File: src/rtl/core/fpfl_pkg.sv
// Shared types and constants for the fixed pool free list allocator.
// Holds command and status codes, controller states and the control/status structs.
// No dependencies.
package fpfl_pkg;

   localparam int IDX_W  = 8;
   localparam int LINK_W = 9;
   localparam int CNT_W  = 9;
   localparam int CMD_W  = 2;
   localparam int STAT_W = 2;

   localparam logic [LINK_W-1:0] NULL_LINK  = 9'd256;
   localparam logic [CNT_W-1:0]  POOL_RESET = 9'd256;
   localparam logic [CNT_W-1:0]  POOL_MIN   = 9'd3;
   localparam logic [CNT_W-1:0]  POOL_MAX   = 9'd256;

   typedef enum logic [CMD_W-1:0] {
      CMD_ALLOC = 2'd0,
      CMD_FREE  = 2'd1,
      CMD_CLEAR = 2'd2
   } cmd_type;

   typedef enum logic [STAT_W-1:0] {
      ST_OK        = 2'd0,
      ST_EXHAUSTED = 2'd1,
      ST_BAD_INDEX = 2'd2
   } status_type;

   typedef enum logic [2:0] {
      S_INIT,
      S_IDLE,
      S_EXEC,
      S_READ,
      S_SWEEP,
      S_HOLD
   } fsm_state_type;

   typedef struct packed {
      logic load_req;
      logic exec;
      logic alloc_commit;
      logic free_commit;
      logic sweep_start;
      logic sweep_step;
      logic out_load;
   } ctrl_cmd_type;

   typedef struct packed {
      logic alloc_ok;
      logic free_ok;
      logic is_clear;
      logic sweep_last;
      logic out_free;
   } dp_status_type;

endpackage

File: src/rtl/core/fpfl_datapath.sv
// Datapath of the free list allocator: link memory, head and count registers,
// re-chain sweep counter, configuration register and result output register.
// Depends on fpfl_pkg.
module fpfl_datapath #(
   parameter int MAX_SLOTS = 256
) (
   input  logic                          clock,
   input  logic                          reset,
   input  fpfl_pkg::ctrl_cmd_type        cmd,
   output fpfl_pkg::dp_status_type       stat,
   input  logic [fpfl_pkg::CMD_W-1:0]    req_command,
   input  logic [fpfl_pkg::IDX_W-1:0]    req_free_index,
   input  logic                          csr_wr_en,
   input  logic [fpfl_pkg::CNT_W-1:0]    csr_wr_data,
   output logic                          rsp_valid,
   input  logic                          rsp_ready,
   output logic [fpfl_pkg::STAT_W-1:0]   rsp_status,
   output logic [fpfl_pkg::IDX_W-1:0]    rsp_given_index,
   output logic [fpfl_pkg::CNT_W-1:0]    rsp_in_use_count
);
   import fpfl_pkg::*;

   localparam int DEPTH  = (MAX_SLOTS < 256) ? MAX_SLOTS : 256;
   localparam int ADDR_W = $clog2(DEPTH);
   localparam logic [CNT_W-1:0]  DEPTH_N = CNT_W'(DEPTH);
   localparam logic [ADDR_W-1:0] LAST_ADDR = ADDR_W'(DEPTH - 1);

   logic [LINK_W-1:0] link_mem [DEPTH];

   logic [CNT_W-1:0]  pool_entries_ff;
   logic [CMD_W-1:0]  cmd_ff;
   logic [IDX_W-1:0]  idx_ff;
   logic [LINK_W-1:0] head_ff, head_in;
   logic [CNT_W-1:0]  count_ff, count_in;
   status_type        status_ff;
   logic [IDX_W-1:0]  given_ff;
   logic [ADDR_W-1:0] sweep_cnt_ff;
   logic [CNT_W-1:0]  sweep_n_ff;
   logic [LINK_W-1:0] rdata_ff;
   logic              rsp_valid_ff;
   logic [STAT_W-1:0] rsp_status_ff;
   logic [IDX_W-1:0]  rsp_given_ff;
   logic [CNT_W-1:0]  rsp_count_ff;

   logic [CNT_W-1:0]  n_sat, n_act;
   logic              head_null;
   status_type        status_calc;
   logic [LINK_W-1:0] sweep_nxt, sweep_val;
   logic              wr_en;
   logic [ADDR_W-1:0] wr_addr;
   logic [LINK_W-1:0] wr_data;

   function automatic logic link_null(input logic [LINK_W-1:0] link);
      return link >= DEPTH_N;
   endfunction

   // active slot count: saturate to the legal range, then to the memory depth
   always_comb begin
      n_sat = pool_entries_ff;
      if (n_sat < POOL_MIN) begin
         n_sat = POOL_MIN;
      end else if (n_sat > POOL_MAX) begin
         n_sat = POOL_MAX;
      end
      n_act = (n_sat > DEPTH_N) ? DEPTH_N : n_sat;
   end

   always_comb begin
      head_null = link_null(head_ff);
      stat.alloc_ok = (cmd_ff == CMD_ALLOC) && (count_ff < n_act) && !head_null;
      stat.free_ok = (cmd_ff == CMD_FREE) && ({1'b0, idx_ff} < n_act);
      stat.is_clear = (cmd_ff == CMD_CLEAR);
      stat.sweep_last = (sweep_cnt_ff == LAST_ADDR);
      stat.out_free = !rsp_valid_ff || rsp_ready;
      if ((cmd_ff == CMD_ALLOC) && !stat.alloc_ok) begin
         status_calc = ST_EXHAUSTED;
      end else if ((cmd_ff == CMD_FREE) && !stat.free_ok) begin
         status_calc = ST_BAD_INDEX;
      end else begin
         status_calc = ST_OK;
      end
   end

   always_comb begin
      sweep_nxt = LINK_W'(sweep_cnt_ff) + LINK_W'(1);
      sweep_val = (sweep_nxt < sweep_n_ff) ? sweep_nxt : NULL_LINK;
      wr_en = cmd.sweep_step || cmd.free_commit;
      if (cmd.sweep_step) begin
         wr_addr = sweep_cnt_ff;
         wr_data = sweep_val;
      end else begin
         wr_addr = idx_ff[ADDR_W-1:0];
         wr_data = head_null ? NULL_LINK : head_ff;
      end
   end

   always_ff @(posedge clock) begin
      if (wr_en) begin
         link_mem[wr_addr] <= wr_data;
      end
      rdata_ff <= link_mem[head_ff[ADDR_W-1:0]];
   end

   always_comb begin
      head_in = head_ff;
      count_in = count_ff;
      if (cmd.alloc_commit) begin
         head_in = link_null(rdata_ff) ? NULL_LINK : rdata_ff;
         count_in = count_ff + CNT_W'(1);
      end else if (cmd.free_commit) begin
         head_in = {1'b0, idx_ff};
         count_in = (count_ff == '0) ? '0 : count_ff - CNT_W'(1);
      end else if (cmd.sweep_step && stat.sweep_last) begin
         head_in = '0;
         count_in = '0;
      end
   end

   always_ff @(posedge clock) begin
      if (reset) begin
         pool_entries_ff <= POOL_RESET;
         head_ff <= '0;
         count_ff <= '0;
         sweep_cnt_ff <= '0;
         sweep_n_ff <= DEPTH_N;
         rsp_valid_ff <= 1'b0;
      end else begin
         if (csr_wr_en) begin
            pool_entries_ff <= csr_wr_data;
         end
         head_ff <= head_in;
         count_ff <= count_in;
         if (cmd.sweep_start) begin
            sweep_cnt_ff <= '0;
            sweep_n_ff <= n_act;
         end else if (cmd.sweep_step) begin
            sweep_cnt_ff <= sweep_cnt_ff + ADDR_W'(1);
         end
         if (cmd.out_load) begin
            rsp_valid_ff <= 1'b1;
         end else if (rsp_ready) begin
            rsp_valid_ff <= 1'b0;
         end
      end
   end

   always_ff @(posedge clock) begin
      if (cmd.load_req) begin
         cmd_ff <= req_command;
         idx_ff <= req_free_index;
      end
      if (cmd.exec) begin
         status_ff <= status_calc;
         given_ff <= '0;
      end else if (cmd.alloc_commit) begin
         given_ff <= head_ff[IDX_W-1:0];
      end
      if (cmd.out_load) begin
         rsp_status_ff <= status_ff;
         rsp_given_ff <= given_ff;
         rsp_count_ff <= count_ff;
      end
   end

   assign rsp_valid = rsp_valid_ff;
   assign rsp_status = rsp_status_ff;
   assign rsp_given_index = rsp_given_ff;
   assign rsp_in_use_count = rsp_count_ff;

endmodule

File: src/rtl/core/fpfl_ctrl.sv
// Controller state machine of the free list allocator.
// Sequences request capture, execute, link read, re-chain sweep and result hand-off.
// Depends on fpfl_pkg.
module fpfl_ctrl (
   input  logic                     clock,
   input  logic                     reset,
   input  logic                     req_valid,
   output logic                     req_ready,
   input  fpfl_pkg::dp_status_type  stat,
   output fpfl_pkg::ctrl_cmd_type   cmd
);
   import fpfl_pkg::*;

   fsm_state_type state_ff, state_in;

   always_ff @(posedge clock) begin
      if (reset) begin
         state_ff <= S_INIT;
      end else begin
         state_ff <= state_in;
      end
   end

   always_comb begin
      state_in = state_ff;
      case (state_ff)
         S_INIT: begin
            if (stat.sweep_last) begin
               state_in = S_IDLE;
            end
         end
         S_IDLE: begin
            if (req_valid) begin
               state_in = S_EXEC;
            end
         end
         S_EXEC: begin
            if (stat.alloc_ok) begin
               state_in = S_READ;
            end else if (stat.is_clear) begin
               state_in = S_SWEEP;
            end else begin
               state_in = S_HOLD;
            end
         end
         S_READ: begin
            state_in = S_HOLD;
         end
         S_SWEEP: begin
            if (stat.sweep_last) begin
               state_in = S_HOLD;
            end
         end
         S_HOLD: begin
            if (stat.out_free) begin
               state_in = S_IDLE;
            end
         end
         default: begin
            state_in = S_INIT;
         end
      endcase
   end

   always_comb begin
      cmd = '0;
      req_ready = 1'b0;
      case (state_ff)
         S_INIT: begin
            cmd.sweep_step = 1'b1;
         end
         S_IDLE: begin
            req_ready = 1'b1;
            cmd.load_req = req_valid;
         end
         S_EXEC: begin
            cmd.exec = 1'b1;
            cmd.free_commit = stat.free_ok;
            cmd.sweep_start = stat.is_clear;
         end
         S_READ: begin
            cmd.alloc_commit = 1'b1;
         end
         S_SWEEP: begin
            cmd.sweep_step = 1'b1;
         end
         S_HOLD: begin
            cmd.out_load = stat.out_free;
         end
         default: begin
            cmd = '0;
         end
      endcase
   end

endmodule

File: src/rtl/core/fixed_pool_free_list_top.sv
// Fixed pool free list allocator, top level.
// Request to result: allocate executes, reads the head link, then loads the result;
// free and others execute, then load the result; clear executes, re-chains the link
// memory, one link entry re-chained per cycle, then loads the result.
// Throughput: one command in flight; a waiting result stalls only the result load.
// Reset: synchronous; link memory re-chained over min(MAX_SLOTS,256) entries, req_ready low.
module fixed_pool_free_list_top #(
   parameter int MAX_SLOTS = 256
) (
   input  logic        clock,
   input  logic        reset,
   input  logic        req_valid,
   output logic        req_ready,
   input  logic [1:0]  req_command,
   input  logic [7:0]  req_free_index,
   output logic        rsp_valid,
   input  logic        rsp_ready,
   output logic [1:0]  rsp_status,
   output logic [7:0]  rsp_given_index,
   output logic [8:0]  rsp_in_use_count,
   input  logic        csr_wr_en,
   input  logic [8:0]  csr_wr_data
);
   import fpfl_pkg::*;

   ctrl_cmd_type  cmd;
   dp_status_type stat;

   fpfl_ctrl u_ctrl (
      .clock     (clock),
      .reset     (reset),
      .req_valid (req_valid),
      .req_ready (req_ready),
      .stat      (stat),
      .cmd       (cmd)
   );

   fpfl_datapath #(
      .MAX_SLOTS (MAX_SLOTS)
   ) u_datapath (
      .clock            (clock),
      .reset            (reset),
      .cmd              (cmd),
      .stat             (stat),
      .req_command      (req_command),
      .req_free_index   (req_free_index),
      .csr_wr_en        (csr_wr_en),
      .csr_wr_data      (csr_wr_data),
      .rsp_valid        (rsp_valid),
      .rsp_ready        (rsp_ready),
      .rsp_status       (rsp_status),
      .rsp_given_index  (rsp_given_index),
      .rsp_in_use_count (rsp_in_use_count)
   );

endmodule

File: config.mk
export PLATFORM = sky130hd
export DESIGN_NAME = fixed_pool_free_list_top
export DESIGN_NICKNAME = d
export VERILOG_FILES = /design/src/rtl/core/fpfl_pkg.sv /design/src/rtl/core/fpfl_datapath.sv /design/src/rtl/core/fpfl_ctrl.sv /design/src/rtl/core/fixed_pool_free_list_top.sv
export SDC_FILE = /design/constraint.sdc
export NUM_CORES = 2
export LEC_CHECK = 0
export BUFFER_PORTS_ARGS = -buffer_cell sky130_fd_sc_hd__buf_4
export CORE_ASPECT_RATIO = 1.1
export CORE_MARGIN = 2
export CORE_UTILIZATION = 53
export CTS_BUF_LIST = sky130_fd_sc_hd__clkbuf_8
export CTS_CLUSTER_DIAMETER = 120
export DETAILED_ROUTE_END_ITERATION = 7
export PLACE_DENSITY = 0.67
export RECOVER_POWER = 100
export SYNTH_ARGS = -nofsm -noshare
export SYNTH_HDL_FRONTEND = slang
export SYNTH_HIERARCHICAL = 1
export SYNTH_SLANG_ARGS = --single-unit
File: constraint.sdc
create_clock -name clock -period 15.2 [get_ports clock]
set_clock_uncertainty 0.2 [all_clocks]
set_input_delay 2.28 -clock clock [delete_from_list [all_inputs] [get_ports clock]]
set_output_delay 2.28 -clock clock [all_outputs]
set_load 0.05 [all_outputs]
Yosys cells after proc, flatten, opt, wreduce, memory -nomap -nowiden

Memories as Yosys holds them, arrays and structs flattened. A register that Yosys moved wholly into a read port is not among the register bits.
Cells that the tools add are included.

Register bits after elaboration: 87
Bits in writable memories: 2,304
Bits of input ports: 24
Output and inout bits: 21
Word-level logic and storage cells: 92
Memories kept: 1

$add $sub $neg: 4
$lt $le $gt $ge: 8
Equality and inequality tests: 12
Muxes and demuxes: 33
Reductions and logical operators: 20

Memories:

| memory              | words | bits a word | rd ports | clocked after memory_dff | wr ports | line                | RTL |
|---|---|---|---|---|---|---|---|
| u_datapath.link_mem | 256   | 9           | 1        | 1                        | 1        | fpfl_datapath.sv:28 | `logic [LINK_W-1:0] link_mem [DEPTH];` |

Operator list:

| kind                | count |
|---|---|
| $mux 9              | 13 |
| $ge 9x9->1 const B  | 2 |
| $gt 9x9->1 const B  | 2 |
| $lt 9x9->1          | 2 |
| $pmux 3 s6          | 1 |
| $mux 3              | 5 |
| $mux 1              | 11 |
| $add 8x1->9 const B | 1 |
| $add 9x1->9 const B | 1 |
| $logic_not 9->1     | 1 |
| $lt 8x9->1          | 1 |
| $lt 9x2->1 const B  | 1 |
| $sub 9x1->9 const B | 1 |
| $add 8x1->8 const B | 1 |
| $eq 8x8->1 const B  | 1 |
| $mux 8              | 1 |
| $eq 3x2->1 const B  | 2 |
| $eq 3x3->1 const B  | 2 |
| $logic_and 1x1->1   | 6 |
| $ne 2x1->1 const B  | 3 |
| $logic_not 1->1     | 4 |
| $mux 2              | 2 |
| $reduce_and 4->1    | 1 |
| $reduce_or 2->1     | 2 |
| 9 further kinds     | 10 |

Logic depth before layout (Yosys ltp)

Word-level depth: 11
Gate-level depth with buffers: 18
Gate-level depth less buffers: 16

Cells and area by module

Netlist, hierarchy kept.

Modules (own cells, without submodules):

| module        | times used | cells each | area each (um^2) | seq. area each (um^2) |
|---|---|---|---|---|
| fpfl_datapath | 1          | 4,446      | 92,747.7         | 71,358.4 |
| fpfl_ctrl     | 1          | 26         | 206.4            | 60.1 |

Least setup slack after synthesis

No wires, ideal clock.

Path kind: register to register
From: reg u_datapath.sweep_cnt_ff[1]
To: mem u_datapath.link_mem[0][0] (data pin)
Data arrival time: 11,807 ps
Data required time: 12,811 ps
Slack: 1,005 ps
Cell stages (with the launch flop): 14
Buffers on the path: 1
Path through: dfxtp_1 clkbuf_1 nand2_1 nor2_1 and3_1 xnor2_1 inv_1 ha_1 nor2_1 nand4_1 a21oi_1 a31o_2 a21oi_1 o21ai_0

Cells in the longest elaborated chain, start to end: 4

Ends and longest elaborated chain:

| item                        | line                 | RTL |
|---|---|---|
| start, declared             | fpfl_datapath.sv:37  | `logic [ADDR_W-1:0] sweep_cnt_ff;` |
| start signal, assigned      | fpfl_datapath.sv:137 | `sweep_cnt_ff <= sweep_cnt_ff + ADDR_W'(1);` |
| $add 8x1->9                 | fpfl_datapath.sv:85  | `sweep_nxt = LINK_W'(sweep_cnt_ff) + LINK_W'(1);` |
| via u_datapath.sweep_nxt[7] | fpfl_datapath.sv:48  | `logic [LINK_W-1:0] sweep_nxt, sweep_val;` |
| $lt 9x9->1                  | fpfl_datapath.sv:86  | `sweep_val = (sweep_nxt < sweep_n_ff) ? sweep_nxt : NULL_LINK;` |
| $mux 9                      | fpfl_datapath.sv:86  |  |
| $mux 9                      | fpfl_datapath.sv:88  | `if (cmd.sweep_step) begin` |
| via u_datapath.wr_data[0]   | fpfl_datapath.sv:51  | `logic [LINK_W-1:0] wr_data;` |
| end, declared               | fpfl_datapath.sv:28  |  |

The timed path passes the listed nets, and every way through them passes these cells.

Worst setup path after layout

From: reg u_datapath.sweep_cnt_ff[0]
To: mem u_datapath.link_mem[159][3] (data pin)

Cells in the longest elaborated chain, start to end: 4

Ends and longest elaborated chain:

| item                      | line |
|---|---|
| $add 8x1->9 (*)           | fpfl_datapath.sv:85 |
| $lt 9x9->1                | fpfl_datapath.sv:86 |
| $mux 9 (*)                | fpfl_datapath.sv:86 |
| $mux 9 (*)                | fpfl_datapath.sv:88 |
| via u_datapath.wr_data[3] | fpfl_datapath.sv:51 |

The timed path passes the listed nets; every way through them passes the cells marked *.

==> flow_summary.yaml <==
outcome:
  status: "finished with violations"
  violations: "capacitance limit, slew limit"
clock_tree:
  cts_tree: "yes"
  h-tree-depth: 5
  clock_latency_ps: 1080
  postCtsSetupRepairBufs: 0
  numCtsBuffers: 367
  cts.path.max_buffers: 4
  clk_pin_slew_ps: 60
  cts.repair.resized: 0
  cts.sinks: 2400
  cts-root-buf: "clkbuf_8"
  hold_buffers: 0
synthesis:
  synth_top_family_by_area: "multiplexers"
  synth_top_area_share_pct: 75.4
  synth_xor_area_share_pct: 0.198
  synth_fp_nets: 4522
  synth-simple-area-share_pct: 2.87
  netlist_top_cells_count: "edfxtp_1 (2335), mux4_2 (540), nor2_1 (368)"
  synth_adder_area_share_pct: 0.350
  synth_top_flop_cell: "edfxtp_1"
  synth_edf_count: 2335
  synth_cell_types: 69
  muxShareOfSynthArea_pct: 14.7
  yosysMostFrequentCell: "edfxtp_1"
  synth_compound_area_share_pct: 3.44
  synth_area_leaders: "edfxtp_1 (75%), mux4_2 (13%), mux2i_1 (1.6%)"
  synthCells: 4472
  yosysTopAreaCell: "edfxtp_1"
  ys_seq_area_share_pct: 76.8
  synth-seq-cells: 2400
  ys_async_sr_fraction_pct: 0
  yosysWarnings: 6
  syn_area_sq_um: 93000
  avgSynthCellArea_sq_um: 20.8
die:
  die_area_sq_um: 179000
  die_y_um: 443
  die_w_um: 403
  start_util_pct: 53.2
  ioPinCount: 45
  core_sq_um: 175000
  num_rows: 161
power_and_ir_drop:
  vdd_drop_max_v: 0.0000595
  powerDensity_nw_per_um2: 122
  leakage_nw: 30.1
critical_path:
  cp.required_ps: 15420
  cp-start-kind: "register"
  worst_setup_path_end_kind: "register"
  worstPathArrival_ps: 10350
  path_class: "register to register"
  crit_fanout: 51
global_route:
  grt_pass1_wl_um: 328000
  overflow: 0
  grtUsageTotal_pct: 25.5
  grt_max_degree: 201
  antenna_found_initial: 8
  grt_pass1_vias: 46000
detailed_routing:
  dr_total_vias: 46400
  vias_per_cell: 6.38
  ant_nets: 0
  wl_met2_um: 106000
  highest_layer: "met4"
  finalWirelength_um: 228000
  drt-initial-drc-count: 6124
  first_pass_iters: 6
  drt-wirelength-per-cell_um: 31.3
  wl_met1_um: 88700
  drc: 0
  dr_wl_met3_um: 23900
cells_and_area:
  area.growth.synth_to_final_pct: 9.59
  layout-drive-gt1-share_pct: 21.7
  nets: 4749
  fin_util_pct: 58.3
timing:
  finalSetupViolCount: 0
  report.final.hold_viol_count: 0
  fmax_ghz: 0.0988
  drv_slew: 1688
  rsz0062_at_grt: "no"
  timing.slew.headroom_pct: -257
  finalCritPeriodShare_pct: 66.6
  tightest_slew_ps: 5300
  min_period_ps: 10130
  fin_tns_setup_ps: 0
min_path:
  hold_path_class: "register to register"
placed_design:
  port_buffers: 44
  place_hpwl_um: 132000
  gp_congestion: 0.895
run:
  maxCapViolCount: 44
==> state kept, by name (all words and copies together) (netlist names) <==
| name | cells |
|---|---|
| u_datapath/link_mem | 2304 |
| u_datapath/count_ff | 9 |
| u_datapath/head_ff | 9 |
| u_datapath/pool_entries_ff | 9 |
| u_datapath/rdata_ff | 9 |
| u_datapath/rsp_in_use_count | 9 |
| u_datapath/sweep_n_ff | 9 |
| u_datapath/given_ff | 8 |
| u_datapath/idx_ff | 8 |
| u_datapath/rsp_given_index | 8 |
| u_datapath/sweep_cnt_ff | 8 |
| u_ctrl/state_ff | 3 |
| u_datapath/cmd_ff | 2 |
| u_datapath/rsp_status | 2 |
| u_datapath/status_ff | 2 |
| u_datapath/rsp_valid | 1 |
==> cells by family after synthesis <==
| kind of cell | Yosys count |
|---|---|
| AOI/OAI and AO/OA | 439 |
| xor gates and xnor gates | 21 |
| buffers and inverters | 289 |
| and+or+nand+nor | 610 |
| adders and majority gates | 26 |
| DFF | 2400 |
| muxes | 687 |
==> routing by layer <==
| layer | vias up | track usage [%] |
|---|---|---|
| li1 | 19100 | - |
| met1 | 24100 | 36.1 |
| met2 | 2742 | 39.0 |
| met3 | 380 | 6.47 |
| met4 | 0 | 9.03 |
| met5 | - | 0 |
==> where the power goes <==
group	switching [mW]	leakage, nW	internal (mW)
combinational	0.171	5.16	0.0262
sequential	0.0144	21.2	7.26
clock	2.42	3.78	2.55
==> cells in the final DEF, fill, tap and decap left out, drive strengths merged, types with 23 or more instances in the layout <==
master	instances
a211oi	37
a21oi	45
a221oi	30
a22o	47
a22oi	51
buf	47
clkbuf	449
clkinv	146
dfxtp	65
edfxtp	2335
ha	26
inv	126
mux2i	146
mux4	540
nand2	115
nor2	369
nor3	25
o21ai	23
o22ai	116
==> critical path: stages (launching register included) <==
cell	delay, ps
dfxtp_1	520
ha_1	300
nand3_1	160
nor3_1	720
ha_1	360
o21ai_0	70
a31o_2	170
a21oi_1	120
o21ai_0	2570
clkbuf_1	2200
clkbuf_1	2050
==> cell type report <==
type / count / area (sq um)
fill: 12500 / 72800
sequential: 2400 / 71400
multi-input combinational: 1783 / 20000
clock buffer: 379 / 5220
tap: 2282 / 2860
clock inverter: 266 / 1470
timing repair buffer: 117 / 771
inverter: 30 / 113
antenna: 5 / 12.5
==> worst paths after layout <==
check	startpoint	end	slack (ps)	cells past startpoint
max	u_datapath/sweep_cnt_ff[0]	u_datapath/link_mem[159][3]	5070	10
min	u_datapath/status_ff[1]	u_datapath/rsp_status[1]	230	0
max reg2reg	u_datapath/sweep_cnt_ff[0]	u_datapath/link_mem[159][3]	5070	10
min reg2reg	u_datapath/status_ff[1]	u_datapath/rsp_status[1]	230	0
==> per-stage QoR <==
stage / cell area [sq um] / hold slack (ps) / std cells / power [mW] / worst slack (ps)
floorplan: 93000 / 200 / 4472 / 7.54 / 1000
global placement: 95600 / 203 / 6608 / 7.61 / 9420
detailed placement: 95600 / 209 / 6612 / 7.61 / 9270
CTS: 102000 / 223 / 7257 / 12.5 / 9240
global route: 102000 / 225 / 7261 / 12.8 / 4490
finish: 102000 / 225 / 7262 / 12.4 / 5070
(Power assumes the default switching activity.)
